===== src/pcmot_pkg.sv =====
// ----------------------------------------------------------------------------
// pcmot_pkg
// Shared types and constants of the phase current monitor with overcurrent trip
// ----------------------------------------------------------------------------
package pcmot_pkg;

	localparam int RAW_W      = 16;
	localparam int THR_W      = 12;
	localparam int GAIN_W     = 24;
	localparam int WLEN_W     = 16;
	localparam int CFG_W      = 24;
	localparam int CFG_IDX_W  = 2;
	localparam int OUT_W      = 32;
	localparam int RMS_W      = 12;
	localparam int OFS_W      = 14;
	localparam int PEAK_W     = 28;
	localparam int Y_FULL_W   = PEAK_W + 10;
	localparam int PY_SHIFT   = 16;
	localparam int PY_W       = Y_FULL_W - PY_SHIFT;

	// code to millivolts: x*305/2000 as (x*MV_RECIP) >> MV_SHIFT
	localparam int MV_RECIP_W = 23;
	localparam logic [MV_RECIP_W-1:0] MV_RECIP = 23'd5117051;
	localparam int MV_SHIFT   = 25;

	localparam int OFS_MAX    = 8191;
	localparam int OFS_MIN    = -8192;

	// 0.4 in q16
	localparam int PEAK_GAIN_W = 15;
	localparam logic [PEAK_GAIN_W-1:0] PEAK_GAIN = 15'd26214;
	localparam logic [PEAK_W-1:0]      PEAK_MAX  = 28'hFFFFFFF;
	localparam logic [9:0]             Y_SCALE   = 10'd1000;

	// divide by 1414 as (y*RMS_RECIP) >> RMS_SHIFT
	localparam int RMS_RECIP_W = 24;
	localparam logic [RMS_RECIP_W-1:0] RMS_RECIP = 24'd12149837;
	localparam int RMS_SHIFT   = 34;

	localparam logic [RMS_W-1:0]  RMS_LIMIT   = 12'd100;
	localparam logic [THR_W-1:0]  THR_RESET   = 12'd100;
	localparam logic [GAIN_W-1:0] GAIN_RESET  = 24'd67109;
	localparam logic [WLEN_W-1:0] WLEN_RESET  = 16'd400;

	typedef enum logic [CFG_IDX_W-1:0] {
		REG_TRIP_THRESHOLD = 2'd0,
		REG_PER_UNIT_GAIN  = 2'd1,
		REG_WINDOW_LENGTH  = 2'd2
	} cfg_reg_t;

	typedef struct packed {
		logic signed [RAW_W-1:0] sample_a;
		logic signed [RAW_W-1:0] sample_c;
		logic                    motor_running;
	} in_item_t;

	typedef struct packed {
		logic signed [OUT_W-1:0] current_a_pu;
		logic signed [OUT_W-1:0] current_b_pu;
		logic signed [OUT_W-1:0] current_c_pu;
		logic                    window_done;
		logic [RMS_W-1:0]        rms_a;
		logic [RMS_W-1:0]        rms_c;
		logic                    fault;
		logic                    stop_request;
	} out_item_t;

	typedef struct packed {
		logic load;
		logic fire;
	} stage_ctl_t;

endpackage


===== src/pcmot_phase.sv =====
// ----------------------------------------------------------------------------
// pcmot_phase
// Zero offset capture, per-unit product and scaled magnitude of one phase
// ----------------------------------------------------------------------------
module pcmot_phase import pcmot_pkg::*; #(
	parameter int SAMPLE_BITS = 16
) (
	input  logic                   clk,
	input  logic                   arst_n,
	input  stage_ctl_t             ctl,
	input  logic                   running,
	input  logic signed [SAMPLE_BITS-3:0] mv,
	input  logic [GAIN_W-1:0]      gain,
	output logic signed [((SAMPLE_BITS-2 > OFS_W) ? SAMPLE_BITS-2 : OFS_W) + GAIN_W + 1:0] pu_s3,
	output logic [PEAK_W-1:0]      mag_s3
);
	localparam int MVW = SAMPLE_BITS - 2;
	localparam int EW  = (MVW > OFS_W) ? MVW : OFS_W;
	localparam int DW  = EW + 1;
	localparam int PUW = DW + GAIN_W + 1;
	localparam int MPW = DW + PEAK_GAIN_W;

	logic signed [EW-1:0]    mv_e;
	logic signed [EW-1:0]    clamped;
	logic signed [EW-1:0]    ofs_e;
	logic signed [OFS_W-1:0] ofs_q;
	logic signed [OFS_W-1:0] ofs_next;
	logic signed [DW-1:0]    diff;
	logic [DW-1:0]           absd;
	logic [MPW-1:0]          mprod;
	logic signed [PUW-1:0]   pu;
	logic [PEAK_W-1:0]       mag;

	always_comb begin
		mv_e = EW'(mv);
		if (mv_e > EW'(OFS_MAX)) begin
			clamped = EW'(OFS_MAX);
		end else if (mv_e < EW'(OFS_MIN)) begin
			clamped = EW'(OFS_MIN);
		end else begin
			clamped = mv_e;
		end
		ofs_next = running ? ofs_q : OFS_W'(clamped);
		ofs_e    = EW'(ofs_next);
		diff     = DW'(mv_e) - DW'(ofs_e);
		absd     = diff[DW-1] ? $unsigned(-diff) : $unsigned(diff);
		pu       = PUW'(diff) * PUW'($signed({1'b0, gain}));
		mprod    = MPW'(absd) * MPW'(PEAK_GAIN);
		mag      = (mprod > MPW'(PEAK_MAX)) ? PEAK_MAX : mprod[PEAK_W-1:0];
	end

	always_ff @(posedge clk or negedge arst_n) begin
		if (!arst_n) begin
			ofs_q <= '0;
		end else if (ctl.fire) begin
			ofs_q <= ofs_next;
		end
	end

	always_ff @(posedge clk) begin
		if (ctl.load) begin
			pu_s3  <= pu;
			mag_s3 <= mag;
		end
	end
endmodule


===== config.mk =====
export PLATFORM = sky130hd
export DESIGN_NAME = pcmot_phase
export DESIGN_NICKNAME = d
export VERILOG_FILES = /design/src/pcmot_pkg.sv /design/src/pcmot_phase.sv
export SDC_FILE = /design/constraint.sdc
export NUM_CORES = 1
export LEC_CHECK = 0
export BUFFER_PORTS_ARGS = -buffer_cell sky130_fd_sc_hd__buf_4
export CAP_MARGIN = 20
export CELL_PAD_IN_SITES_DETAIL_PLACEMENT = 1
export CELL_PAD_IN_SITES_GLOBAL_PLACEMENT = 1
export CORE_AREA = 2 2 213 215
export DETAILED_ROUTE_END_ITERATION = 6
export DIE_AREA = 0 0 215 217
export GPL_TIMING_DRIVEN = 0
export HOLD_SLACK_MARGIN = 0.08
export MAX_ROUTING_LAYER = met4
export PLACE_DENSITY = 0.81
export SYNTH_ARGS = -nofsm -noshare
export SYNTH_HDL_FRONTEND = slang
export SYNTH_SLANG_ARGS = --single-unit

===== constraint.sdc =====
create_clock -name clk -period 8.7 [get_ports clk]
set_input_delay 1.74 -clock clk [delete_from_list [all_inputs] [get_ports clk]]
set_output_delay 1.74 -clock clk [all_outputs]
set_load 0.01 [all_outputs]

## Yosys cells after proc, flatten, opt, wreduce, memory -nomap -nowiden

Cells that the tools add are included.

| operators by class | value |
|---|---|
| order comparisons | 3 |
| $mul | 2 |
| multiplexer cells | 5 |
| $add $sub $neg | 2 |

Operators with widths:

| operator | number |
|---|---|
| $mux 14 | 3 |
| $mul 15x25->40 | 1 |
| $gt 30x28->1 const B | 1 |
| $mul 15x14->29 const B | 1 |
| $mux 15 | 1 |
| $neg 15->15 | 1 |
| $sub 14x14->15 | 1 |
| $gt 14x14->1 const B | 1 |
| $lt 14x14->1 const B | 1 |
| $mux 1 | 1 |

| word-level totals | value |
|---|---|
| output and inout bits | 68 |
| input port bits | 43 |
| register bits after elaboration | 82 |

## Depth between registers and ports, before layout

| depth | value |
|---|---|
| depth after elaboration | 10 |
| depth in mapped cells | 43 |
| mapped depth without buffers | 34 |

## Worst setup path after synthesis

OpenSTA, ideal clock, no wires.

| timing | value |
|---|---|
| path kind | input to register |
| start point | input port running |
| end point | register mag_s3[15], data pin |
| stages | 40 |
| path slack | -2.055 ns |
| arrival time | 10.497 ns |
| cell sequence | buf_2 -> clkbuf_1 -> buf_2 -> buf_2 -> nand2_1 -> o21ai_0 -> ha_1 -> inv_1 -> fa_1 -> a21oi_2 -> a211oi_1 -> maj3_2 -> o21a_2 -> maj3_2 -> o211a_1 -> buf_6 -> nor3_1 -> a31oi_1 -> [4 not listed] -> inv_1 -> fa_1 -> fa_1 -> inv_1 -> fa_1 -> inv_1 -> ha_1 -> a21o_1 -> a211o_1 -> o22a_1 -> o221a_2 -> a21oi_1 -> o21a_1 -> nor3b_1 -> a211o_1 -> buf_2 -> buf_2 -> nand2_1 |

| on the way | value |
|---|---|
| word-level cells in the longest chain between the ends | 6 |

Ends and longest elaborated chain:

| what | line | source |
|---|---|---|
| start: declaration | pcmot_phase.sv:11 | `input logic running,` |
| $mux 14 * | pcmot_phase.sv:43 | `ofs_next = running ? ofs_q : OFS_W'(clamped);` |
| net ofs_e[0] | pcmot_phase.sv:25 | `logic signed [EW-1:0] ofs_e;` |
| $sub 14x14->15 * | pcmot_phase.sv:45 | `diff = DW'(mv_e) - DW'(ofs_e);` |
| $neg 15->15 | pcmot_phase.sv:46 | `absd = diff[DW-1] ? $unsigned(-diff) : $unsigned(diff);` |
| $mux 15 * | pcmot_phase.sv:46 |  |
| $mul 15x14->29 * | pcmot_phase.sv:48 | `mprod = MPW'(absd) * MPW'(PEAK_GAIN);` |
| $gt 30x28->1 | pcmot_phase.sv:49 | `mag = (mprod > MPW'(PEAK_MAX)) ? PEAK_MAX : mprod[PEAK_W-1:0];` |
| end signal: assignment | pcmot_phase.sv:63 | `mag_s3 <= mag;` |
| end: declaration | pcmot_phase.sv:15 | `output logic [PEAK_W-1:0] mag_s3` |

Mark *: on every way through the listed nets, which the timed path passes. The rest lies on a longest branch.
A chain may end at the register's enable or synchronous reset.

## Worst setup path after layout

| timing | value |
|---|---|
| start point | input port running |
| end point | register mag_s3[1], data pin |

The elaborated chain is that of the path after synthesis.

==> results.md <==
- Status: complete, but fails checks
- Failing checks: setup timing
- Yosys warns: 0
- Max_slew headroom: 30.8%
- Crit-path slowest cell: fa_1
- CTS buffer count: 9
- EDFF count, synth: 68
- Mapped cell area: 19700 sq um
- Async set-reset flop share out of synthesis: 17.1%
- Most common cell after layout, fill and taps aside: inv_1
- Worst path max stage delay: 0.57 ns
- Buffers added on ports: 109
- First-pass GRT wire length: 101000 microns
- Main area contributors after synthesis: fa_1, ha_1, edfxtp_1
- Worst Setup End Kind: flop
- Yosys cell types: 68
- Initial antenna violation count: 1
- Via count: 16760
- Die Y: 217 microns
- DRT Wirelength: 73500 microns
- Crit path top cell by count: buf_12
- Gr ovfl total: 0
- Top cell type's share of synthesized area: 35.3%
- RSZ-0062 raised after global routing: yes
- Core area: 44700 sq um
- # placed instances: 2838
- I/O pins: 111
- Layout area overhead: 26.7%
- CTS Hold Bufs: 0
- Layout cells sized above 1: 23.6%
- Final worst path period need: 10.20 ns
- Clock Pin Slew Worst Setup and Hold Paths: 0.08 ns
- DRC Markers: 0
- Most frequent cells in the layout: inv_1, fa_1, nand2_1
- Tcrit/Tclk final: 117%
- Initial core utilization: 44.1%
- Htree depth: 3
- Cell Rows: 78
- Clock Skew: 0.0146 ns
- Final Hold Viols: 0
- Highest clock rate: 98.1 MHz
- DR WL/cell: 24.5 microns
- Clock latency on the worst-skew pair: 0.40 ns
- Aggregate global-route resource usage: 29.0%
- Flops & latches, synth: 82
- Beginning of the critical path: running
- Final nets: 3042
- Global placement routability congestion: 0.937
- Finish-stage setup viols: 55
- Drt first pass iters: 5
- Clk sinks: 82
- TritonCTS clock tree: done
- Vias in the first global route: 18486
- Final WS setup: -1.50 ns
- Final non-filler cell total: 3001
- Initial DRC Count: 923
- Max cap viols: 0
- Die Area: 46700 sq um
- Tightest Hold Check Type: flop to flop
- Largest net degree at the start of global routing: 69
- Sequential fraction of the synthesis area: 12.1%
- Core Util, Final: 55.9%
- Largest area contributor in the netlist: fa_1
- Crit path DAT: 10.31 ns
- Clk Tree Root Cell: clkbuf_16
- Crit-path max FO: 7
- Syn Nets: 2774
- Final Max Tran Viols: 0
- Startpoint Class: input pin
- Cells after synthesis: 2126
- CTS max path bufs: 2
- Hold Path Origin: ofs_q[0]$_DFFE_PN0P_
- Die width: 215 microns
- Slew at the pin closest to its max-slew limit: 1.04 ns
- Crit Path Class: input pin to flop
- Post-DP HPWL: 48300 microns
- Reg2Reg Launch Point: ofs_q[0]$_DFFE_PN0P_
- Antenna-violating nets left: 0
- Vias/cell: 5.58
- Main flop type after synthesis: edfxtp_1
- Syn avg cell area: 9.27 sq um
- WP data required: 8.81 ns
- Reg-to-reg slack, setup: -0.06 ns
-- area by class of cell --
class	instances	area (sq um)
plain buffers	65	495
clock buffers	12	258
multi-input cells	1524	17100
inverters	450	1690
clock inverters	4	27.5
flip-flops and latches	82	2390
well taps	600	751
diodes	2	5.00
fillers	4987	19700
repair buffers	262	2270
-- final timing paths --
path	to	cells after the start
setup / recovery	mag_s3[1]$_SDFFCE_PP1P_	40
hold / removal	ofs_q[0]$_DFFE_PN0P_	1
setup reg to reg	mag_s3[1]$_SDFFCE_PP1P_	37
hold reg to reg	ofs_q[0]$_DFFE_PN0P_	1
max in group asynchronous	ofs_q[13]$_DFFE_PN0P_	1
min in group asynchronous	ofs_q[6]$_DFFE_PN0P_	1
-- cell families after synthesis --
group                    synth area share, %
AO/OA/AOI/OAI                           8.19
XOR/XNOR                                3.60
adder cells (fa/ha/maj)                 51.8
buffers and inverters                   10.0
flip-flops                              12.1
multiplexers                           0.711
AND/OR/NAND/NOR                         13.6
-- stage by stage --
stage	setup slack [ns]	area (sq um)	setup TNS (ns)	hold WS, ns
after floorplan	-1.07	20300	-49.08	0.481
after global placement	-3.17	21900	-144.88	0.490
after detailed placement	-3.23	21900	-140.13	0.512
after CTS	-1.23	23800	-56.89	0.524
after global routing	-1.66	25000	-78.41	0.545
final	-1.50	25000	-68.69	0.526
-- registers in the layout, indices dropped and copies added, names as in the netlist --
register / count
pu_s3: 40
mag_s3: 28
ofs_q: 14
-- synthesized netlist by cell type (24+ instances only) --
| library cell | n |
|---|---|
| inv_1 | 449 |
| fa_1 | 348 |
| nand2_1 | 298 |
| ha_1 | 257 |
| and2_1 | 97 |
| edfxtp_1 | 68 |
| a21oi_1 | 67 |
| nor2_1 | 65 |
| clkbuf_1 | 61 |
| xnor2_1 | 52 |
| o21ai_0 | 49 |
| a21o_1 | 35 |
| xor2_1 | 29 |
| nor2b_1 | 24 |
-- routing by layer --
layer	global-route usage [%]	share of wire (%)	up-vias
met5	-	0	-
met4	13.7	7.4	0
met3	4.11	5.3	337
met2	51.7	51	618
met1	32.2	37	8628
li1	-	-	7177
-- repair_timing --
item,in CTS,in global routing
resized for setup,181,149
pin swaps,76,94
setup buffers,76,72
cloned,1,5
setup endpoints to repair,61,58
-- critical path, delay by kind of cell --
family	cells	cell delay (ns)
buf+inv	13	1.57
fa+ha+maj	10	3.69
compound gates	11	2.20
simple gates	5	0.67
xor+xnor	1	0.37
Power is not shown: default switching activity piles up to over one toggle a cycle in this logic, so the estimate is an artifact.
