File: config.mk
export PLATFORM = sky130hd
export DESIGN_NAME = pcmot_scale
export DESIGN_NICKNAME = d
export VERILOG_FILES = /design/src/pcmot_pkg.sv /design/src/pcmot_scale.sv
export SDC_FILE = /design/constraint.sdc
export NUM_CORES = 1
export LEC_CHECK = 0
export ABC_AREA = 0
export BUFFER_PORTS_ARGS = -buffer_cell sky130_fd_sc_hd__buf_2
export CORE_MARGIN = 2
export CORE_UTILIZATION = 63
export DETAILED_ROUTE_END_ITERATION = 6
export PLACE_DENSITY = 0.81
export SLEW_MARGIN = 0
export SYNTH_ARGS = -nofsm -noshare
export SYNTH_HDL_FRONTEND = slang
export SYNTH_SLANG_ARGS = --single-unit
File: constraint.sdc
create_clock -name clk -period 10.8 [get_ports clk]
set_input_delay 0.54 -clock clk [delete_from_list [all_inputs] [get_ports clk]]
set_output_delay 0.54 -clock clk [all_outputs]
set_load 0.005 [all_outputs]
File: src/pcmot_pkg.sv
// ----------------------------------------------------------------------------
// pcmot_pkg
// Shared types and constants of the phase current monitor with overcurrent trip
// ----------------------------------------------------------------------------
package pcmot_pkg;

	localparam int RAW_W      = 16;
	localparam int THR_W      = 12;
	localparam int GAIN_W     = 24;
	localparam int WLEN_W     = 16;
	localparam int CFG_W      = 24;
	localparam int CFG_IDX_W  = 2;
	localparam int OUT_W      = 32;
	localparam int RMS_W      = 12;
	localparam int OFS_W      = 14;
	localparam int PEAK_W     = 28;
	localparam int Y_FULL_W   = PEAK_W + 10;
	localparam int PY_SHIFT   = 16;
	localparam int PY_W       = Y_FULL_W - PY_SHIFT;

	// code to millivolts: x*305/2000 as (x*MV_RECIP) >> MV_SHIFT
	localparam int MV_RECIP_W = 23;
	localparam logic [MV_RECIP_W-1:0] MV_RECIP = 23'd5117051;
	localparam int MV_SHIFT   = 25;

	localparam int OFS_MAX    = 8191;
	localparam int OFS_MIN    = -8192;

	// 0.4 in q16
	localparam int PEAK_GAIN_W = 15;
	localparam logic [PEAK_GAIN_W-1:0] PEAK_GAIN = 15'd26214;
	localparam logic [PEAK_W-1:0]      PEAK_MAX  = 28'hFFFFFFF;
	localparam logic [9:0]             Y_SCALE   = 10'd1000;

	// divide by 1414 as (y*RMS_RECIP) >> RMS_SHIFT
	localparam int RMS_RECIP_W = 24;
	localparam logic [RMS_RECIP_W-1:0] RMS_RECIP = 24'd12149837;
	localparam int RMS_SHIFT   = 34;

	localparam logic [RMS_W-1:0]  RMS_LIMIT   = 12'd100;
	localparam logic [THR_W-1:0]  THR_RESET   = 12'd100;
	localparam logic [GAIN_W-1:0] GAIN_RESET  = 24'd67109;
	localparam logic [WLEN_W-1:0] WLEN_RESET  = 16'd400;

	typedef enum logic [CFG_IDX_W-1:0] {
		REG_TRIP_THRESHOLD = 2'd0,
		REG_PER_UNIT_GAIN  = 2'd1,
		REG_WINDOW_LENGTH  = 2'd2
	} cfg_reg_t;

	typedef struct packed {
		logic signed [RAW_W-1:0] sample_a;
		logic signed [RAW_W-1:0] sample_c;
		logic                    motor_running;
	} in_item_t;

	typedef struct packed {
		logic signed [OUT_W-1:0] current_a_pu;
		logic signed [OUT_W-1:0] current_b_pu;
		logic signed [OUT_W-1:0] current_c_pu;
		logic                    window_done;
		logic [RMS_W-1:0]        rms_a;
		logic [RMS_W-1:0]        rms_c;
		logic                    fault;
		logic                    stop_request;
	} out_item_t;

	typedef struct packed {
		logic load;
		logic fire;
	} stage_ctl_t;

endpackage

File: src/pcmot_scale.sv
// ----------------------------------------------------------------------------
// pcmot_scale
// Converter code to millivolts, truncated toward zero, registered
// ----------------------------------------------------------------------------
module pcmot_scale import pcmot_pkg::*; #(
	parameter int SAMPLE_BITS = 16
) (
	input  logic                          clk,
	input  logic                          load,
	input  logic [SAMPLE_BITS-1:0]        code,
	output logic signed [SAMPLE_BITS-3:0] mv_s2
);
	localparam int CW  = SAMPLE_BITS;
	localparam int MVW = SAMPLE_BITS - 2;
	localparam int QW  = MVW - 1;
	localparam int PW  = CW + MV_RECIP_W;

	logic [CW-1:0]         mag;
	logic [PW-1:0]         prod;
	logic [QW-1:0]         q;
	logic signed [MVW-1:0] mv;

	always_comb begin
		mag  = code[CW-1] ? (~code + 1'b1) : code;
		prod = PW'(mag) * PW'(MV_RECIP);
		q    = prod[MV_SHIFT +: QW];
		mv   = code[CW-1] ? -$signed({1'b0, q}) : $signed({1'b0, q});
	end

	always_ff @(posedge clk) begin
		if (load) begin
			mv_s2 <= mv;
		end
	end
endmodule

Yosys cells after proc, flatten, opt, wreduce, memory -nomap -nowiden. Index checks and enable logic that the tools add are counted.

Register bits after elaboration: 14. Latch bits: 0. RAM bits: 0. Memory bits (read-only): 0. Logic and storage cells: 8. Memories: 0.

Add/subtract/negate cells: 2. Multiply operators: 1. Divide/modulo/power cells: 0. $lt $le $gt $ge: 0. Equality and inequality tests: 0. Shift operators: 0. Muxes and demuxes: 2. Bitwise logic cells: 1. Reduce and logical (&&, ||, !) cells: 0.

Operators with widths (number): 16-bit by 23-bit multiplier with 38-bit output (second input constant) (1); 16-bit by 1-bit adder with 16-bit output (second input constant) (1); 16-bit 2-to-1 mux (1); 16-bit inverter (1); 13-bit negation with 14-bit output (1); 13-bit 2-to-1 mux (1).

Depth between registers and ports, before layout. Gate-level depths: netlist (run 1).

Depth in word-level cells: 6. Depth in mapped cells: 32. Gate-level depth less buffers: 31.

Worst setup path after synthesis (run 1). OpenSTA, ideal clock, no wires.

Kind: input to register. From: input port code[5]. To: register mv_s2[9] (data pin). Data arrival time: 7.802 ns. Required time: 10.534 ns. Path slack: 2.732 ns. Stages: 23. Buffers on the path: 0. Path through: or3_1 > or3_1 > or3_1 > nand2_1 > xnor2_1 > inv_1 > fa_1 > fa_1 > fa_1 > fa_1 > inv_1 > fa_1 > fa_1 > ha_1 > a21o_1 > a21o_1 > o31ai_1 > a221oi_1 > or3_2 > a222oi_1 > nand3_2 > o41ai_2 > xnor2_1.

Longest elaborated chain between the ends: 6.

RTL lines: start, declared (RTL line pcmot_scale.sv:10) `input logic [SAMPLE_BITS-1:0] code,`; 16-bit inverter (RTL line pcmot_scale.sv:24) `mag = code[CW-1] ? (~code + 1'b1) : code;`; 16-bit by 1-bit adder with 16-bit output (RTL line pcmot_scale.sv:24); 16-bit 2-to-1 mux (*) (RTL line pcmot_scale.sv:24); 16-bit by 23-bit multiplier with 38-bit output (*) (RTL line pcmot_scale.sv:25) `prod = PW'(mag) * PW'(MV_RECIP);`; 13-bit negation with 14-bit output (RTL line pcmot_scale.sv:27) `mv = code[CW-1] ? -$signed({1'b0, q}) : $signed({1'b0, q});`; 13-bit 2-to-1 mux (*) (RTL line pcmot_scale.sv:27); via mv[9] (RTL line pcmot_scale.sv:21) `logic signed [MVW-1:0] mv;`; end signal, assigned (RTL line pcmot_scale.sv:32) `mv_s2 <= mv;`; end, declared (RTL line pcmot_scale.sv:11) `output logic signed [SAMPLE_BITS-3:0] mv_s2`.

The timed path passes the listed nets; every way through them passes the cells marked *. A chain may end at the register's enable or synchronous reset.

Worst setup path in the final report (run 1).
From: input port code[0]. To: register mv_s2[9] (data pin).

The elaborated chain is that of the path after synthesis.

==> metrics.txt, run 1 <==
final max-slew violation count 0; Root Buffer clkbuf_16; post-synthesis cell type count 60; TritonRoute pass-1 iters 5; DRT iter0 DRCs 301; initial antenna violation count 0; final worst path period share 84.9%; Post-Syn Area slightly above 7000 µm²; Max-Cap Viols 0; Synth Instances about 780; register with the most flip-flops mv_s2; max FFs per register 14; area post-placement approximately 7500 µm²; Max clock buf depth 2; Fmax 109 MHz; Net Count, Synth 1061; vias in the first global route 5581; area leader, netlist fa_1; CP Class in2reg; largest family of logic cells by synthesized area adder cells; Post-CTS Setup Bufs 0; Worst Path Arrival around 9.1 ns; Largest regs mv_s2 x14; met1 usage slightly above 40%; most frequent cell after synthesis inv_1; CP Launch Type primary input; Post-synth EDFFs 14; Final Hold Viols 0; status complete, no violations; compound-cell area share of the yosys netlist between 10% and 20%; ys async rst share 0%; count of final setup violators 0; CTS Buf Count 3; GRT overflow 0; warnings from Yosys 0; Rel. slew slack between 30% and 40%; Core Box Area ~11000 µm²; Worst Hold Class in2reg; slew at the pin closest to its max-slew limit approximately 1 ns; met3 Use GR under 10%; Hold Buf Count CTS 0; Worst setup EP type register; post-route ant nets 0; Antenna Cells 0; die area around 12000 µm²; number of synthesized register bits 14; Period minus WS final between 9 and 10 ns; xor/xnor share of the synthesized area between 4 and 5%; crit-path max cell delay just under 0.7 ns; first-pass GRT wire length between 20000 and 30000 µm; Syn Area/Cell just over 9 µm²; CTS sink cnt 14; DR WL/cell between 15 and 20 µm; worst-path maximum fanout 13; Post-Layout Inst Area ~7500 µm²; sequential share of the synthesized area under 10%; Ports 32; simple-gate share of the synthesized area between 8 and 9%; flip-flop and latch area approximately 420 µm²; Resized Gates After CTS 0; CP max stage cell o41ai_1; routed via count between 5000 and 6000; Worst-path clk slew about 0.040 ns; synth top area cells fa_1, ha_1, inv_1; unrepaired setup endpoints after global routing no; layout cell share with drive strength beyond 1 under 10%; growth of design area from synthesis to finish 5.83%; Crit path max-delay family adder cells; RD Place Congestion roughly 0.95; setup tns final 0 ns; die width between 100 and 150 µm; CTS H-tree depth 1; ys flop type edfxtp_1; Post-DP HPWL 15800 µm; commonest cells in the netlist inv_1, ha_1, fa_1; WP data required 10.78 ns; DIE HEIGHT between 100 and 150 µm; gr busiest metal met2; DRC 0; final wirelength roughly 18000 µm; vias per inst ~5.9; TritonCTS clock tree built; crit path buf inv count 6; Nets 1095; met2 Resource Use GR 52.2%; Initial Utilization 65.2%; post-synthesis adder-cell area fraction 58.1%; largest net degree at the start of global routing 22; IO Port Bufs 31; Std-Cell Rows 38; FILL cells just under 900; mux contribution to synthesized area less than 1%; Multi-input gate area 5890 µm²; All-Layer GR Usage between 30% and 40%; Synth top area share between 20% and 30%
==> layout by cell type, fill, tap and decap left out, drive strengths merged, types with 3 or more instances in the layout <==
master  synthesis  final
o21bai          5      5
or2             4      4
and2            3      3
nor2b           3      3
xor2           10     10
nor4            4      4
o31ai           6      6
ha            163    163
clkbuf          5      3
nand2          30     30
fa            105    105
or3            10     10
edfxtp         14     14
a21o           13     13
buf             1     35
a211oi          4      4
a221oi          4      4
and3            6      6
nor3            4      4
nand4           9      9
xnor2          24     24
nand2b          6      6
o21ai          25     25
a31oi           9      9
o211ai          3      3
o21a            4      4
a21oi          29     29
inv           212    212
nor2           23     23
nand3           9      9
==> routing by layer <==
| metal | part of all wire, % | up-vias |
|---|---|---|
| li1 | - | 2612 |
| met1 | 41 | 2765 |
| met2 | 50 | 195 |
| met3 | 6.9 | 32 |
| met4 | 2.7 | 0 |
| met5 | 0 | - |
==> final timing paths <==
kind | to | from | slack [ns] | depth (start not counted)
worst max-delay path | mv_s2[9] | code[0] | 1.64 | 29
worst min-delay path | mv_s2[1] | load | 0.71 | 1
==> logic make-up after synthesis <==
kind of cell,count (synthesis)
flops,14
simple gates,118
buf+inv,219
mux,2
fa+ha+maj,268
xor+xnor,34
compound gates,120
==> final cells by class <==
| type | count | share of cell area [%] |
|---|---|---|
| Timing Repair Buffer | 35 | 2.45 |
| Multi-Input combinational cell | 542 | 78.0 |
| Tap cell | 140 | 2.32 |
| Inverter | 213 | 10.6 |
| Clock buffer | 3 | 0.995 |
| Clock inverter | 1 | 0.0497 |
| Sequential cell | 14 | 5.57 |
==> stage by stage <==
step	setup WS, ns	hold slack (ns)	cells	util (%)
CTS	1.79	0.713	948	69.0
detailed placement	1.59	0.930	944	68.3
global placement	1.75	0.931	944	68.3
global route	1.08	0.725	948	69.0
floorplan	2.73	0.652	775	-
finish	1.64	0.708	948	69.0
Power of run 1 is left out: the tool's default activity adds up to more than one toggle a clock period on the data nets, which glitch-free logic cannot reach.
==> inputs of run 2 (changes only) <==
==> constraint.sdc (replaced) <==
create_clock -name clk -period 9.1 [get_ports clk]
set_input_delay 0.455 -clock clk [delete_from_list [all_inputs] [get_ports clk]]
set_output_delay 0.455 -clock clk [all_outputs]
set_load 0.005 [all_outputs]
==> run 2 against run 1 <==
Effect of this change:
- cell area is 1.1% higher
- sequential share of layout area is 0.063 points lower
- flip-flop and latch count stayed put
- utilization is 0.79 points higher
- worst setup slack worse by 1.1 ns
- highest routed layer unchanged
- critical path type unchanged
- global-route usage is 0.18 points higher
- non-clock buffer count is 9 higher
- worst hold slack worse by 0.081 ns
- routed wire length is 0.54% lower
- first-iteration DRC count is 14% higher
- cell count is 0.95% higher
- critical path depth is 4 lower
==> metrics.txt, run 2 (synthesis results as in run 1) <==
register with the most flip-flops mv_s2; most common cell after layout, fill and taps aside inv_1; final wirelength roughly 18000 µm; DRC 0; DIE HEIGHT 110 µm; die area about 12000 µm²; Core Box Area ~11000 µm²; CTS Buf Count 3; DRT iter0 DRCs 344; RD Place Congestion 1.01; final worst path period share around 94%; Max-Cap Viols 0; Root Buffer clkbuf_16; Max clock buf depth 2; FILL cells between 800 and 900; setup tns final 0 ns; post-route ant nets 0; cell mode on critical path fa_1; CP Class in2reg; Hold Buf Count CTS 0; Placed Cells around 950; Worst setup EP type register; initial antenna violation count 0; Std-Cell Rows 38; Crit. path cell count 25; slew at the pin closest to its max-slew limit ~1.1 ns; Ports 32; Largest regs mv_s2 x14; crit path buf inv count 4; vias per inst 5.85; All-Layer GR Usage a little under a third; Place WS around 0.088 ns; Fmax about 120 MHz; largest net degree at the start of global routing 22; crit-path max cell delay 0.56 ns; growth of design area from synthesis to finish 7.04%; most frequent cells in the layout inv_1, ha_1, fa_1; Worst-path clk slew 0.05 ns; Post-CTS Setup Bufs 0; die width 110 µm; Setup WS post-layout 0.530 ns; Post-DP HPWL roughly 16000 µm; GRT overflow 0; Crit path max-delay family adder cells; Nets roughly 1100; final max-slew violation count 0; Rel. slew slack between 20% and 30%; CP Launch Type primary input; Worst Path Arrival 8.55 ns; IO Port Bufs 31; WP data required a little over 9 ns; Period minus WS final ~8.6 ns; worst-path maximum fanout 13; count of final setup violators 0; routed via count between 5000 and 6000; Initial Utilization roughly two thirds; status complete, no violations; Worst Hold Class in2reg; CP max stage cell fa_1; TritonRoute pass-1 iters 5; unrepaired setup endpoints after global routing no; Final Hold Viols 0; first-pass GRT wire length roughly 28000 µm; DR WL/cell 18.4 µm; Hold Crit Depth 1; layout cell share with drive strength beyond 1 a little under 8%; vias in the first global route between 5000 and 6000; TritonCTS clock tree built; CTS sink cnt 14; Finished Layout Cells around 960; Antenna Cells 0; max FFs per register 14; CTS H-tree depth 1
[run 2: path summary, 6_finish.rpt]
| path | startpoint | endpoint | slack (ns) |
|---|---|---|---|
| max | code[0] | mv_s2[9] | 0.53 |
| min | load | mv_s2[0] | 0.63 |
[run 2: stage by stage]
stage	util (%)	cell area, µm²	hold WS, ns
final	69.8	7630	0.627
after global routing	69.8	7630	0.639
after CTS	69.6	7610	0.631
after detailed placement	68.9	7530	0.848
after global placement	68.9	7530	0.847
after floorplan	-	7130	0.567
[run 2: routing by layer]
layer / part of all wire [%] / up-vias / GRT usage (%)
li1: - / 2628 / -
met1: 42 / 2775 / 42.0
met2: 51 / 168 / 54.7
met3: 4.5 / 28 / 2.12
met4: 2.3 / 0 / 6.43
met5: 0 / - / 0
[run 2: area by class of cell]
cell class                      instances  area [µm²]  share of cell area, %
Clock buffer                            3        75.1                  0.984
Clock inverter                          1        3.75                 0.0492
Inverter                              213         800                   10.5
Multi-Input combinational cell        542        5910                   77.4
Sequential cell                        14         420                   5.51
Tap cell                              140         175                   2.30
Timing Repair Buffer                   44         253                   3.31
[run 2: repair_timing]
action,CTS,global route
setup endpoints to repair,0,8
gates resized for setup,0,3
endpoints found under the hold margin,0,0
Power of run 2 is left out for the same reason.
==> inputs of run 3 (changes only) <==
--- a/config.mk
+++ b/config.mk
@@ -11,6 +11,7 @@
 export CORE_UTILIZATION = 63
 export DETAILED_ROUTE_END_ITERATION = 6
 export PLACE_DENSITY = 0.81
+export REMOVE_ABC_BUFFERS = 1
 export SLEW_MARGIN = 0
 export SYNTH_ARGS = -nofsm -noshare
 export SYNTH_HDL_FRONTEND = slang
==> run 3 against run 2 <==
Effect of this change:
- via count decreased by 0.27%
- global-route usage up 0.88 points
- worst setup slack worse by 0.064 ns
- die area did not move
- largest cell class unchanged
==> metrics.txt, run 3 (synthesis results as in run 1) <==
status complete, no violations; IO Port Bufs 31; Core Box Area approximately 11000 µm²; CP Launch Type primary input; Nets 1104; crit-path max cell delay about 0.60 ns; first-pass GRT wire length 29100 µm; Root Buffer clkbuf_16; Antenna Cells 0; layout cell share with drive strength beyond 1 ~7.8%; Hold Buf Count CTS 0; RD Place Congestion about 1; Std-Cell Rows 38; CTS sink cnt 14; met3 Use GR under 10%; max FFs per register 14; CP Class in2reg; count of final setup violators 0; Ports 32; final max-slew violation count 0; All-Layer GR Usage 31.9%; post-route ant nets 0; slew at the pin closest to its max-slew limit approximately 1.0 ns; unrepaired setup endpoints after global routing no; Worst Hold Margin 0.633 ns; CTS H-tree depth 1; most common cell after layout, fill and taps aside inv_1; Initial Utilization approximately two thirds; growth of design area from synthesis to finish 7.00%; Largest regs mv_s2 x14; TritonRoute pass-1 iters 5; Max clock buf depth 2; Worst Path Arrival approximately 8.6 ns; Worst setup EP type register; Worst-path clk slew 0.05 ns; Worst Hold Class in2reg; GRT overflow 0; Placed Cells between 900 and 1000; Final Hold Viols 0; TritonCTS clock tree built; DRT iter0 DRCs about 460; Post-CTS Setup Bufs 0; Fmax 116 MHz; met2 Resource Use GR a little over half; DR WL/cell ~19 µm; most frequent cells in the layout inv_1, ha_1, fa_1; DIE HEIGHT approximately 110 µm; Rel. slew slack between 30% and 40%; Resized Gates After CTS 0; final worst path period share between 90 and 100%; cell mode on critical path fa_1; vias in the first global route slightly below 6000; Finished Layout Cells ~960; initial antenna violation count 0; largest net degree at the start of global routing 22; WP data required between 9 and 10 ns; register with the most flip-flops mv_s2; DRC 0; final wirelength 18100 µm; die width roughly 110 µm; vias per inst 5.83; gr busiest metal met2; Period minus WS final 8.63 ns; worst-path maximum fanout 13; CP max stage cell fa_1; met1 usage between 40% and 50%; setup tns final 0 ns; die area approximately 12000 µm²; routed via count 5584; CTS Buf Count 3; Post-DP HPWL around 16000 µm; Max-Cap Viols 0; fin util 69.8%
[run 3: final timing paths]
check                   start       end  depth (start not counted)
worst max-delay path  code[0]  mv_s2[9]                         25
worst min-delay path     load  mv_s2[5]                          1
[run 3: critical path: cells and delay by family]
kind	cells	cell delay, ns
simple gates	5	1.72
buf+inv	4	0.57
xor+xnor	2	0.45
fa+ha+maj	7	3.35
compound gates	7	2.07
[run 3: through the flow]
stage	area, µm²	worst slack (ns)
finish	7630	0.466
global route	7630	0.0420
CTS	7610	0.324
detailed placement	7530	0.195
global placement	7530	0.446
floorplan	7110	1.12
[run 3: cell type report]
class                   instances  area (µm²)
clock buffers                   3        75.1
repair buffers                 44         253
well taps                     140         175
inverters                     213         800
fillers                       847        3310
flip-flops and latches         14         420
multi-input cells             542        5900
clock inverters                 1        3.75
[run 3: metal layers]
layer	wire length [µm]	share of wire, %
met1	7630	42
met2	9030	50
met3	939	5.2
met4	472	2.6
met5	0	0
Power of run 3 is left out for the same reason.
