## src/pcmot_pkg.sv

```systemverilog
// ----------------------------------------------------------------------------
// pcmot_pkg
// Shared types and constants of the phase current monitor with overcurrent trip
// ----------------------------------------------------------------------------
package pcmot_pkg;

	localparam int RAW_W      = 16;
	localparam int THR_W      = 12;
	localparam int GAIN_W     = 24;
	localparam int WLEN_W     = 16;
	localparam int CFG_W      = 24;
	localparam int CFG_IDX_W  = 2;
	localparam int OUT_W      = 32;
	localparam int RMS_W      = 12;
	localparam int OFS_W      = 14;
	localparam int PEAK_W     = 28;
	localparam int Y_FULL_W   = PEAK_W + 10;
	localparam int PY_SHIFT   = 16;
	localparam int PY_W       = Y_FULL_W - PY_SHIFT;

	// code to millivolts: x*305/2000 as (x*MV_RECIP) >> MV_SHIFT
	localparam int MV_RECIP_W = 23;
	localparam logic [MV_RECIP_W-1:0] MV_RECIP = 23'd5117051;
	localparam int MV_SHIFT   = 25;

	localparam int OFS_MAX    = 8191;
	localparam int OFS_MIN    = -8192;

	// 0.4 in q16
	localparam int PEAK_GAIN_W = 15;
	localparam logic [PEAK_GAIN_W-1:0] PEAK_GAIN = 15'd26214;
	localparam logic [PEAK_W-1:0]      PEAK_MAX  = 28'hFFFFFFF;
	localparam logic [9:0]             Y_SCALE   = 10'd1000;

	// divide by 1414 as (y*RMS_RECIP) >> RMS_SHIFT
	localparam int RMS_RECIP_W = 24;
	localparam logic [RMS_RECIP_W-1:0] RMS_RECIP = 24'd12149837;
	localparam int RMS_SHIFT   = 34;

	localparam logic [RMS_W-1:0]  RMS_LIMIT   = 12'd100;
	localparam logic [THR_W-1:0]  THR_RESET   = 12'd100;
	localparam logic [GAIN_W-1:0] GAIN_RESET  = 24'd67109;
	localparam logic [WLEN_W-1:0] WLEN_RESET  = 16'd400;

	typedef enum logic [CFG_IDX_W-1:0] {
		REG_TRIP_THRESHOLD = 2'd0,
		REG_PER_UNIT_GAIN  = 2'd1,
		REG_WINDOW_LENGTH  = 2'd2
	} cfg_reg_t;

	typedef struct packed {
		logic signed [RAW_W-1:0] sample_a;
		logic signed [RAW_W-1:0] sample_c;
		logic                    motor_running;
	} in_item_t;

	typedef struct packed {
		logic signed [OUT_W-1:0] current_a_pu;
		logic signed [OUT_W-1:0] current_b_pu;
		logic signed [OUT_W-1:0] current_c_pu;
		logic                    window_done;
		logic [RMS_W-1:0]        rms_a;
		logic [RMS_W-1:0]        rms_c;
		logic                    fault;
		logic                    stop_request;
	} out_item_t;

	typedef struct packed {
		logic load;
		logic fire;
	} stage_ctl_t;

endpackage

```

## src/pcmot_trip.sv

```systemverilog
// ----------------------------------------------------------------------------
// pcmot_trip
// RMS estimate, trip decision, sticky fault and result register
// ----------------------------------------------------------------------------
module pcmot_trip import pcmot_pkg::*; (
	input  logic                    clk,
	input  logic                    arst_n,
	input  stage_ctl_t              ctl,
	input  logic signed [OUT_W-1:0] cur_a,
	input  logic signed [OUT_W-1:0] cur_b,
	input  logic signed [OUT_W-1:0] cur_c,
	input  logic                    done,
	input  logic [PY_W-1:0]         peak_a,
	input  logic [PY_W-1:0]         peak_c,
	input  logic [THR_W-1:0]        trip_threshold,
	output out_item_t               result_q
);
	localparam int RPW = PY_W + RMS_RECIP_W;

	logic [RPW-1:0]   prod_a;
	logic [RPW-1:0]   prod_c;
	logic [RMS_W-1:0] est_a;
	logic [RMS_W-1:0] est_c;
	logic [RMS_W-1:0] last_a_q;
	logic [RMS_W-1:0] last_c_q;
	logic [RMS_W-1:0] rms_a_new;
	logic [RMS_W-1:0] rms_c_new;
	logic             fault_q;
	logic             trip;

	always_comb begin
		prod_a    = RPW'(peak_a) * RPW'(RMS_RECIP);
		prod_c    = RPW'(peak_c) * RPW'(RMS_RECIP);
		est_a     = prod_a[RMS_SHIFT +: RMS_W];
		est_c     = prod_c[RMS_SHIFT +: RMS_W];
		trip      = done && ((est_a > trip_threshold) || (est_c > trip_threshold) ||
			(est_a > RMS_LIMIT) || (est_c > RMS_LIMIT));
		rms_a_new = done ? est_a : last_a_q;
		rms_c_new = done ? est_c : last_c_q;
	end

	always_ff @(posedge clk or negedge arst_n) begin
		if (!arst_n) begin
			last_a_q <= '0;
			last_c_q <= '0;
			fault_q  <= 1'b0;
		end else if (ctl.fire) begin
			last_a_q <= rms_a_new;
			last_c_q <= rms_c_new;
			fault_q  <= fault_q | trip;
		end
	end

	always_ff @(posedge clk) begin
		if (ctl.load) begin
			result_q.current_a_pu <= cur_a;
			result_q.current_b_pu <= cur_b;
			result_q.current_c_pu <= cur_c;
			result_q.window_done  <= done;
			result_q.rms_a        <= rms_a_new;
			result_q.rms_c        <= rms_c_new;
			result_q.fault        <= fault_q | trip;
			result_q.stop_request <= trip;
		end
	end
endmodule
```

## config.mk

```make
export PLATFORM = sky130hd
export DESIGN_NAME = pcmot_trip
export DESIGN_NICKNAME = d
export VERILOG_FILES = /design/src/pcmot_pkg.sv /design/src/pcmot_trip.sv
export SDC_FILE = /design/constraint.sdc
export NUM_CORES = 1
export LEC_CHECK = 0
export BUFFER_PORTS_ARGS = -buffer_cell sky130_fd_sc_hd__clkbuf_2
export CAP_MARGIN = 20
export CORE_UTILIZATION = 50
export DETAILED_ROUTE_END_ITERATION = 10
export GPL_ROUTABILITY_DRIVEN = 1
export MAX_ROUTING_LAYER = met4
export PLACE_DENSITY = 0.7
export REMOVE_ABC_BUFFERS = 1
export SETUP_SLACK_MARGIN = 0.4
export SYNTH_ARGS = -nofsm -noshare
export SYNTH_HDL_FRONTEND = slang
export SYNTH_SLANG_ARGS = --single-unit
```

## constraint.sdc

```tcl
create_clock -name clk -period 1.1 [get_ports clk]
set_input_delay 0.055 -clock clk [delete_from_list [all_inputs] [get_ports clk]]
set_output_delay 0.055 -clock clk [all_outputs]
set_load 0.1 [all_outputs]
```

* After elaboration in Yosys (flattened, before gate mapping)
Cells that the tools add are included.
** Operators by class
- Add/subtract/negate cells :: 0
- Multiply operators :: 2
- Div/mod/pow operators :: 0
- $lt $le $gt $ge :: 4
- Equality and inequality tests :: 0
- Shift-type cells :: 0
- Multiplexer cells :: 2
- Bitwise logic cells :: 1
- Reductions and logical operators :: 4
** Operators by type and width (number)
- $mul 22x24->46 const B :: 2
- $gt 12x12->1 :: 2
- $gt 12x7->1 const B :: 2
- $mux 12 :: 2
- $logic_or 1x1->1 :: 3
- $logic_and 1x1->1 :: 1
- $or 1x1->1 :: 1
** Storage, ports and cells
- Flip-flop bits (word level) :: 148
- Latch bits :: 0
- Bits in writable memories :: 0
- Bits in read-only memories :: 0
- Input bits :: 157
- Output and inout port bits :: 123
- Word-level logic and storage cells :: 24
- Memories kept :: 0

* Longest topological paths before layout
Gate-level depths: netlist of run 1.
- Depth after elaboration :: 7
- Mapped depth :: 37
- Mapped depth without buffers :: 37

* Worst setup path after synthesis of run 1
No wires, ideal clock.
- Path kind :: input-to-reg
- From :: in peak_c[2]
- To :: reg result_q[1] (netlist bit), data pin
- Setup time :: 259 ps
- Arrival time :: 6865 ps
- Data required time :: 841 ps
- Setup slack :: -6024 ps
- Stages :: 33
- Path buffers :: 0
- Cells stage by stage :: inv_1 > ha_1 > inv_1 > fa_1 > inv_1 > fa_1 > inv_1 > fa_1 > fa_1 > fa_1 > inv_1 > fa_1 > inv_1 > ha_1 > nand4_2 > nor4_2 > nand3_1 > nand3_1 > a311oi_1 > a221o_1 > a21oi_1 > or2_1 > xnor2_1 > ha_1 > and3_1 > nand4_1 > o211ai_1 > o21ai_0 > nand3b_1 > nor4_1 > and4b_1 > a41oi_2 > or2_1
** Between the ends
- Longest elaborated chain between the ends :: 7
- Elaborated cells on any way between the ends :: 8
- Classes of those cells :: mul (1); order compare (2); bitwise (1); reduce/logical (4)
** Ends and longest elaborated chain
- start, declared :: line pcmot_trip.sv:14 : input logic [PY_W-1:0] peak_c,
- $mul 22x24->46 (*) :: line pcmot_trip.sv:33 : prod_c = RPW'(peak_c) * RPW'(RMS_RECIP);
- $gt 12x12->1 :: line pcmot_trip.sv:36 : trip = done && ((est_a > trip_threshold) || (est_c > trip_threshold) ||
- $logic_or 1x1->1 (2 in series) :: line pcmot_trip.sv:36
- $logic_or 1x1->1 (*) :: line pcmot_trip.sv:37 : (est_a > RMS_LIMIT) || (est_c > RMS_LIMIT));
- $logic_and 1x1->1 (*) :: line pcmot_trip.sv:36
- named net trip :: line pcmot_trip.sv:29 : logic trip;
- $or 1x1->1 (*) :: line pcmot_trip.sv:62 : result_q.fault <= fault_q | trip;
- end, declared :: line pcmot_trip.sv:16 : output out_item_t result_q
The timed path passes the listed nets; every way through them passes the cells marked *.
A chain may end at the register's enable or synchronous reset.

* Worst setup path in the final report of run 1
- From :: in peak_c[1]
- To :: reg result_q[1] (netlist bit), data pin
The elaborated chain is that of the path after synthesis.

==> results of run 1 <==
-- worst min-delay path by stage --
stage / startpoint / endpoint / slack, ns / cells past startpoint
finish: ctl[1] / result_q[36] / 0.05 / 1
floorplan: arst_n / fault_q / -0.24 / 0
detailed placement: arst_n / last_a_q[11] / 0.12 / 1
global route: ctl[1] / result_q[103] / 0.02 / 1
CTS: ctl[1] / result_q[122] / 0.03 / 1
global placement: arst_n / last_a_q[9] / 0.11 / 1
-- timing repair --
action / in CTS / in global routing
hold buffers: 98 / 0
hold endpoints to repair: 122 / 0
gates resized for setup: 208 / 124
pin swaps: 105 / 74
endpoints found under the setup margin: 174 / 199
buffers inserted: 26 / 12
-- cell usage after synthesis, types with 3 or more instances --
| cell type | count |
|---|---|
| sky130_fd_sc_hd__a211o_1 | 4 |
| sky130_fd_sc_hd__a211oi_1 | 12 |
| sky130_fd_sc_hd__a21boi_0 | 3 |
| sky130_fd_sc_hd__a21o_1 | 16 |
| sky130_fd_sc_hd__a21oi_1 | 80 |
| sky130_fd_sc_hd__a31oi_1 | 7 |
| sky130_fd_sc_hd__and2_1 | 3 |
| sky130_fd_sc_hd__and3_1 | 6 |
| sky130_fd_sc_hd__clkbuf_1 | 7 |
| sky130_fd_sc_hd__dfrtp_1 | 25 |
| sky130_fd_sc_hd__edfxtp_1 | 123 |
| sky130_fd_sc_hd__fa_1 | 348 |
| sky130_fd_sc_hd__ha_1 | 518 |
| sky130_fd_sc_hd__inv_1 | 673 |
| sky130_fd_sc_hd__mux2_2 | 45 |
| sky130_fd_sc_hd__nand2_1 | 62 |
| sky130_fd_sc_hd__nand2b_1 | 6 |
| sky130_fd_sc_hd__nand3_1 | 22 |
| sky130_fd_sc_hd__nand3b_1 | 3 |
| sky130_fd_sc_hd__nand4_1 | 22 |
| sky130_fd_sc_hd__nor2_1 | 37 |
| sky130_fd_sc_hd__nor2b_1 | 7 |
| sky130_fd_sc_hd__nor3_1 | 11 |
| sky130_fd_sc_hd__nor4_1 | 6 |
| sky130_fd_sc_hd__o211ai_1 | 11 |
| sky130_fd_sc_hd__o21a_1 | 8 |
| sky130_fd_sc_hd__o21ai_0 | 37 |
| sky130_fd_sc_hd__o21ai_1 | 6 |
| sky130_fd_sc_hd__o21bai_1 | 7 |
| sky130_fd_sc_hd__o221ai_1 | 3 |
| sky130_fd_sc_hd__o22ai_1 | 3 |
| sky130_fd_sc_hd__o311ai_1 | 3 |
| sky130_fd_sc_hd__o31ai_1 | 7 |
| sky130_fd_sc_hd__or2_2 | 8 |
| sky130_fd_sc_hd__xnor2_1 | 21 |
| sky130_fd_sc_hd__xor2_1 | 7 |
-- layer usage --
| metal | vias up | wire length (um) | track usage [%] |
|---|---|---|---|
| met5 | - | 0 | - |
| li1 | 8839 | - | - |
| met3 | 344 | 3830 | 4.51 |
| met1 | 9632 | 29100 | 37.7 |
| met2 | 769 | 40800 | 57.8 |
| met4 | 0 | 4710 | 15.3 |
-- cell type report --
cell class / count / area [um2] / share of cell area, %
antenna: 2 / 5.00 / 0.0145
timing repair buffer: 847 / 8040 / 23.3
clock buffer: 18 / 429 / 1.24
inverter: 673 / 2540 / 7.35
tap: 607 / 759 / 2.20
clock inverter: 13 / 159 / 0.460
multi-input combinational: 1382 / 18300 / 53.0
sequential: 148 / 4320 / 12.5
-- cell usage in the layout (no fill, tap or decap), drive strengths merged, types with 21 or more instances in the layout --
cell	count
xnor2	21
mux2	45
dfrtp	25
a21oi	82
edfxtp	123
nand3	23
fa	348
buf	601
o21ai	43
dlygate4sd3	98
clkbuf	166
nand4	24
inv	674
ha	518
nand2	62
nor2	37
-- critical path, delay by kind of cell --
kind	cells	cell delay, ns
AND/OR/NAND/NOR	9	1.58
XOR/XNOR	1	0.20
adder cells (fa/ha/maj)	9	3.90
AO/OA/AOI/OAI	7	0.96
buffers and inverters	11	0.79
-- stage by stage --
| stage | util (%) | worst slack [ns] | TNS (ns) | hold slack (ns) |
|---|---|---|---|---|
| detailed placement | 66.5 | -6.71 | -268.53 | 0.121 |
| global route | 74.1 | -6.49 | -254.14 | 0.0228 |
| finish | 74.1 | -6.24 | -242.41 | 0.0505 |
| CTS | 72.6 | -5.98 | -238.38 | 0.0320 |
| floorplan | - | -6.02 | -232.02 | -0.241 |
| global placement | 66.5 | -6.45 | -263.81 | 0.106 |
-- state kept, by name, summed over array words and instances (netlist names) --
name and flops:
last_c_q 12, fault_q 1, result_q 123, last_a_q 12
-- cell families (layout without fill, tap and decap cells) --
family                   Yosys count  after routing
multiplexers                      45             45
other                              0              2
AO/OA/AOI/OAI                    236            236
XOR/XNOR                          29             29
AND/OR/NAND/NOR                  206            206
buffers and inverters            684           1551
flip-flops                       148            148
adder cells (fa/ha/maj)          866            866
==> reports/results.txt, run 1 <==
The routed design has 78.5 mm of wire. In this run the worst setup path begins at peak_c[1]. For this run, the number of Yosys warnings is 0.

The mean routed wirelength per cell was 21.3 um. The tools report the clock sink total as 148. Post-synthesis adder-cell area fraction: 56.7%. At the pin with the least slew margin, the transition time is 0.516 ns. The number of antenna violations at the first check in global routing is 2. The run gives 21.8k as the number of global-route vias before repair.

After the flow finishes, the layout carries non-filler instances totaling 3690. The total iterations of the first detailed-routing run was 9. The endpoint identified for the worst register-to-register timing path is last_a_q[7].

Across every metal layer, demand over resource in global routing totals 33.2%. The clock period minus final worst setup slack is 7.34 ns, and the worst path arrival time is 7.52 ns. Synthesis inferred 148 register bits.

The run gives 79 as the number of standard-cell rows in the floorplan. For the max-slew violation count, the log shows 0. The post-synthesis share of cell area spent on and, or, nand and nor gates came out at 4.42%. The critical path is of the input port to flip-flop type. The run gives 3029 as the number of filler instances in the final layout. The run gives 1.28 ns as the required time at the endpoint of the critical path. With fillers left out, the area of the finished cells amounts to 34600 um2.

The number of top-level design ports came out at 280. The tightest min-delay check is of the input port to flip-flop type. Type of element capturing the critical path: a flip-flop. Of the post-synthesis cell area, the part taken by muxes is 2.14%. The number of vias per cell after detailed routing works out to 5.31. The longest clock path from root to sink contains 2 buffers. The CTS buffer count is 17, and the post-synthesis xor/xnor area fraction is 1.10%.

Relative to the synthesized area, the layout overhead comes to 45.6%. The y dimension of the die was 220 um. Setup repair after global routing could not meet its margin everywhere. The run gives 65.4% as the normalized max-slew margin. The initial utilization of the core area, before any placement, comes to 50.9%.

The sum of overflow across all layers after global routing was 0. Summing all placed instances gives a cell area of 31000 um2. For this run, the post-layout net count is 4092.

For this run, design rule violations remaining after detail routing come to 6. The floorplan step set the die width to 220 um. The share of layout cells above drive strength 1 is 33.5%.

Synthesis produced 2214 cells. The tools report the mapped cell area as 23700 um2. Timing would allow up to 136 MHz. The largest single stage delay on the critical path is 0.54 ns.

The final cycle utilization of the critical path came out at 667%. The largest total area in the synthesized netlist belongs to sky130_fd_sc_hd__fa_1. For this run, the leading register cell type out of synthesis is sky130_fd_sc_hd__edfxtp_1.

The max-cap violation count is 0, and the count of unique library cells instantiated by Yosys is 74. The vias after detailed routing is 19.6k, and the post-synthesis compound-gate area fraction is 6.61%. The fraction of registers with async set or reset after synthesis is 16.9%. The cell at the slowest stage of the critical path was sky130_fd_sc_hd__fa_1.

Buffers placed on the I/O ports in this run total 279. Most common cell type on the critical path: sky130_fd_sc_hd__fa_1. The kind of launch point of the worst setup path was an input port. By area, the combinational part of the netlist is dominated by adder cells. The clock reaches the later pin of the worst-skew pair after 0.44 ns. The tree is rooted in a sky130_fd_sc_hd__clkbuf_16. Setup violations remaining at the end of the flow were counted as 148. For the first-pass GRT wire length, the log shows 118 mm.

The worst flop-to-flop path startpoint is last_a_q[7]. After synthesis, flip-flops and latches occupy 18.2% of the total area. The worst reg2reg path depth was 2. The average footprint of a synthesized cell works out to 10.7 um2.

Entering global routing, the biggest net connects 27 pins. The flow ran to the end, but the final reports show violations. For the half-perimeter wire length of the detailed placement result, the log shows 59.7 mm. On the final layout, the worst clock skew is 0.00844 ns.

By area the synthesized netlist is led by sky130_fd_sc_hd__fa_1, sky130_fd_sc_hd__ha_1, sky130_fd_sc_hd__edfxtp_1, sky130_fd_sc_hd__inv_1, sky130_fd_sc_hd__dfrtp_1. The tools report the post-layout worst setup margin as -6.24 ns. The setup check on the worst reg-to-reg path leaves a slack of -0.03 ns.

The detailed router finished its first iteration with 1197 violations. The floorplan step defined a die boundary enclosing 48300 um2. Routability-driven placement finished with a final weighted congestion of 1.03. The checks that failed: DRC, setup timing. Of all nets on the critical path, the largest fanout is 3. The most critical setup path has its endpoint at result_q[1]. TritonCTS built the clock tree. The number of nets still failing antenna checks after routing is 0.

The count of final hold-check violations was 0. The level count of the clock H-tree was 4; the number of synthesized flops with an enable pin was 123. After clock tree synthesis, the clock-pin slew on the worst setup and hold paths is 0.07 ns. Once placement completed, the tool counted placed cells totaling 3521. The core box area is 46700 um2. The top-area cell type share of the netlist area came out at 29.4%.
Power of run 1 is left out: the tool's default activity adds up to more than one toggle a clock period on the data nets, which glitch-free logic cannot reach.
==> run 2: changes to the inputs <==
--- a/config.mk
+++ b/config.mk
@@ -7,6 +7,7 @@
 export LEC_CHECK = 0
 export BUFFER_PORTS_ARGS = -buffer_cell sky130_fd_sc_hd__clkbuf_2
 export CAP_MARGIN = 20
+export CORE_MARGIN = 2
 export CORE_UTILIZATION = 50
 export DETAILED_ROUTE_END_ITERATION = 10
 export GPL_ROUTABILITY_DRIVEN = 1
==> run 2 against run 1 <==
Compared with the run above:
- the run ends with setup timing left
- non-clock buffer count grew 22
- first-iteration DRC count grew 13%
- via count grew 3.3%
- fmax shrank 5.3%
- clock-buffer cell count grew 3
- final cell count grew 0.70%
- core utilization grew 1.1 points
- critical path depth shrank 3
- register-to-register slack lost 0.02 ns
==> reports/results.txt, run 2 (synthesis results as in run 1) <==
The flow ran to the end, but the final reports show violations. The checks that failed: setup timing. The clock transition at the register clock pins on the worst setup and hold paths after CTS is 0.07 ns (about the same), and the number of buffers between clock root and the deepest sink is 2 (unchanged). Setup repair after global routing could not meet its margin everywhere. The max-cap violation count is 0 (unchanged).

The library cell used most frequently in the layout, excluding fill and tap cells, is sky130_fd_sc_hd__inv_1. The tools report the vias after detailed routing as 20.2k (+3.3%). Kind of critical path: input port to flip-flop. For the placed instance area, the log shows 31000 um2 (about the same).

The count of final hold-check violations was 0 (unchanged); the mean routed wirelength per cell was 22.4 um (+5.4%). The top cell types in the final layout, fill and taps aside, are sky130_fd_sc_hd__inv_1, sky130_fd_sc_hd__ha_1, sky130_fd_sc_hd__buf_4, sky130_fd_sc_hd__fa_1, sky130_fd_sc_hd__clkbuf_2. The clock sink total is 148 (unchanged), and the overall track demand over capacity in global routing is 33.4% (+0.22 points). Cell at the slowest stage of the critical path: sky130_fd_sc_hd__fa_1. The run gives 0 (unchanged) as the max-slew violation count. Overall die area: 49200 um2 (+1.8%).

The required time at the endpoint of the critical path came out at 1.31 ns (+0.03 ns). The sum of overflow across all layers after global routing is 0 (unchanged). The multi-input combinational cell area is 18500 um2 (+1.2%), and the total iterations of the first detailed-routing run is 5 (-4). For the number of nets still failing antenna checks after routing, the log shows 0 (unchanged). The clock period minus final worst setup slack came out at 7.74 ns (+0.407 ns). The root buffer cell chosen for the clock tree is sky130_fd_sc_hd__clkbuf_16.

The highest achievable clock rate is 129 MHz (-5.3%). In this run the worst hold path is classified as input port to flip-flop. The critical path's largest stage delay came out at 0.60 ns (+0.06 ns).

The worst setup path is launched from an input port. Final design instance area without fill: 35000 um2 (+1.4%). The tools report the core box area as 46700 um2 (unchanged).

The number of vias per cell after detailed routing is 5.44 (+2.5%). result_q holds more flip-flops than any other register. The final weighted congestion of routability-driven global placement came out at 1.05 (+1.8%). For the level count of the clock H-tree, the log shows 4 (unchanged). Worst-path maximum fanout: 4 (+1).

The number of antenna violations at the first check in global routing is 5 (+3). Among the stages of the critical path, the cell type that occurs most often is sky130_fd_sc_hd__fa_1. For the clock latency of the later-clocked register in the worst-skew pair, the log shows 0.45 ns (about the same).

The first-pass GRT wire length is 123 mm (+4.6%). The transition at the pin with the smallest max-transition slack works out to 0.756 ns (+0.240 ns). The logs give 50.9% (unchanged) for the initial standard-cell utilization of the core and 0 (-6) for the post-detailed-route DRC marker count. In the final layout, the registers with the most flip-flops are result_q (123), last_a_q (12), last_c_q (12). From synthesis to final layout, the design area changed by 47.7%.

Maximum number of pins on one net before global-route repair: 29 (+7.4%). Number of top-level design ports: 280 (unchanged). For the worst clock skew on the final layout, the log shows 0.00709 ns (-0.00135 ns). The count of nets after finishing is 4114 (+0.54%), and the CTS buffer count is 17 (unchanged). The run gives 22.3k (+2.3%) as the number of global-route vias before repair. The normalized max-slew margin is 49.5% (-16 points), and the share of layout cells above drive strength 1 is 35.4% (+1.9 points).

The half-perimeter wire length of the detailed placement result was 60.2 mm (+0.75%). The wire length after detailed routing is 83.3 mm (+6.2%). The number of standard-cell rows in the floorplan is 79 (unchanged), and the register area is 4320 um2 (unchanged). STA classifies the critical path endpoint as a flip-flop. TritonCTS built the clock tree. The number of filler instances in the final layout is 2945 (-2.8%), and the count of input and output buffers is 279 (unchanged). The post-layout worst setup margin came out at -6.64 ns (-0.407 ns). The flip-flop count of the largest register after layout was 123 (unchanged).

The final cycle utilization of the critical path was 704% (+37 points). The initial DRC count came out at 1348 (+13%). Worst path arrival time: 7.95 ns (+0.43 ns). The horizontal extent of the die is 222 um (+0.91%). The y dimension of the die is 222 um (+0.91%). For the number of failing setup endpoints in the final timing report, the log shows 167 (+13%).
run 2: path summary, 6_finish.rpt:
check | startpoint | to | slack, ns | cells after the start
min | ctl[1] | result_q[74] | 0.01 | 1
max in group asynchronous | arst_n | last_c_q[8] | 0.66 | 2
min in group asynchronous | arst_n | last_a_q[5] | 0.11 | 2
max | peak_a[2] | result_q[1] | -6.64 | 34
max reg2reg | last_c_q[11] | last_c_q[11] | -0.05 | 2
min reg2reg | fault_q | fault_q | 0.49 | 1
run 2: layout make-up:
class                           count  area share [%]
Antenna cell                        5          0.0357
Tap cell                          607            2.17
Inverter                          673            7.27
Clock buffer                       21            1.26
Sequential cell                   148            12.3
Timing Repair Buffer              869            23.7
Multi-Input combinational cell   1382            52.8
Clock inverter                     11           0.453
run 2: stage by stage:
step / utilization, % / hold WS, ns / worst slack [ns] / setup TNS (ns) / cells
floorplan: - / -0.241 / -6.02 / -232.02 / 2203
detailed placement: 66.5 / 0.127 / -6.66 / -269.05 / 3523
CTS: 73.1 / 0.0184 / -5.85 / -239.69 / 3687
finish: 75.1 / 0.0104 / -6.64 / -248.68 / 3716
global route: 75.1 / 0.00379 / -6.73 / -258.72 / 3716
global placement: 66.5 / 0.102 / -6.49 / -265.95 / 3523
run 2: critical path: cells and delay by family:
family | cells | cell delay, ns
AOI/OAI and AO/OA | 8 | 1.49
xor gates and xnor gates | 1 | 0.41
adders and majority gates | 9 | 3.93
buffers and inverters | 8 | 0.73
and+or+nand+nor | 8 | 1.30
run 2: repair_timing:
action,CTS,global route
resized for setup,242,174
hold buffers,97,0
setup endpoints to repair,174,199
pin swaps,90,94
hold endpoints to repair,121,0
buffers inserted,35,24
run 2: metal layers:
metal	part of all wire, %	vias to the layer above	track usage (%)
met5	0	-	-
met4	6.8	0	13.5
met3	5.5	415	4.35
met2	51	937	59.6
met1	36	9986	37.9
li1	-	8885	-
Power of run 2 is left out for the same reason.
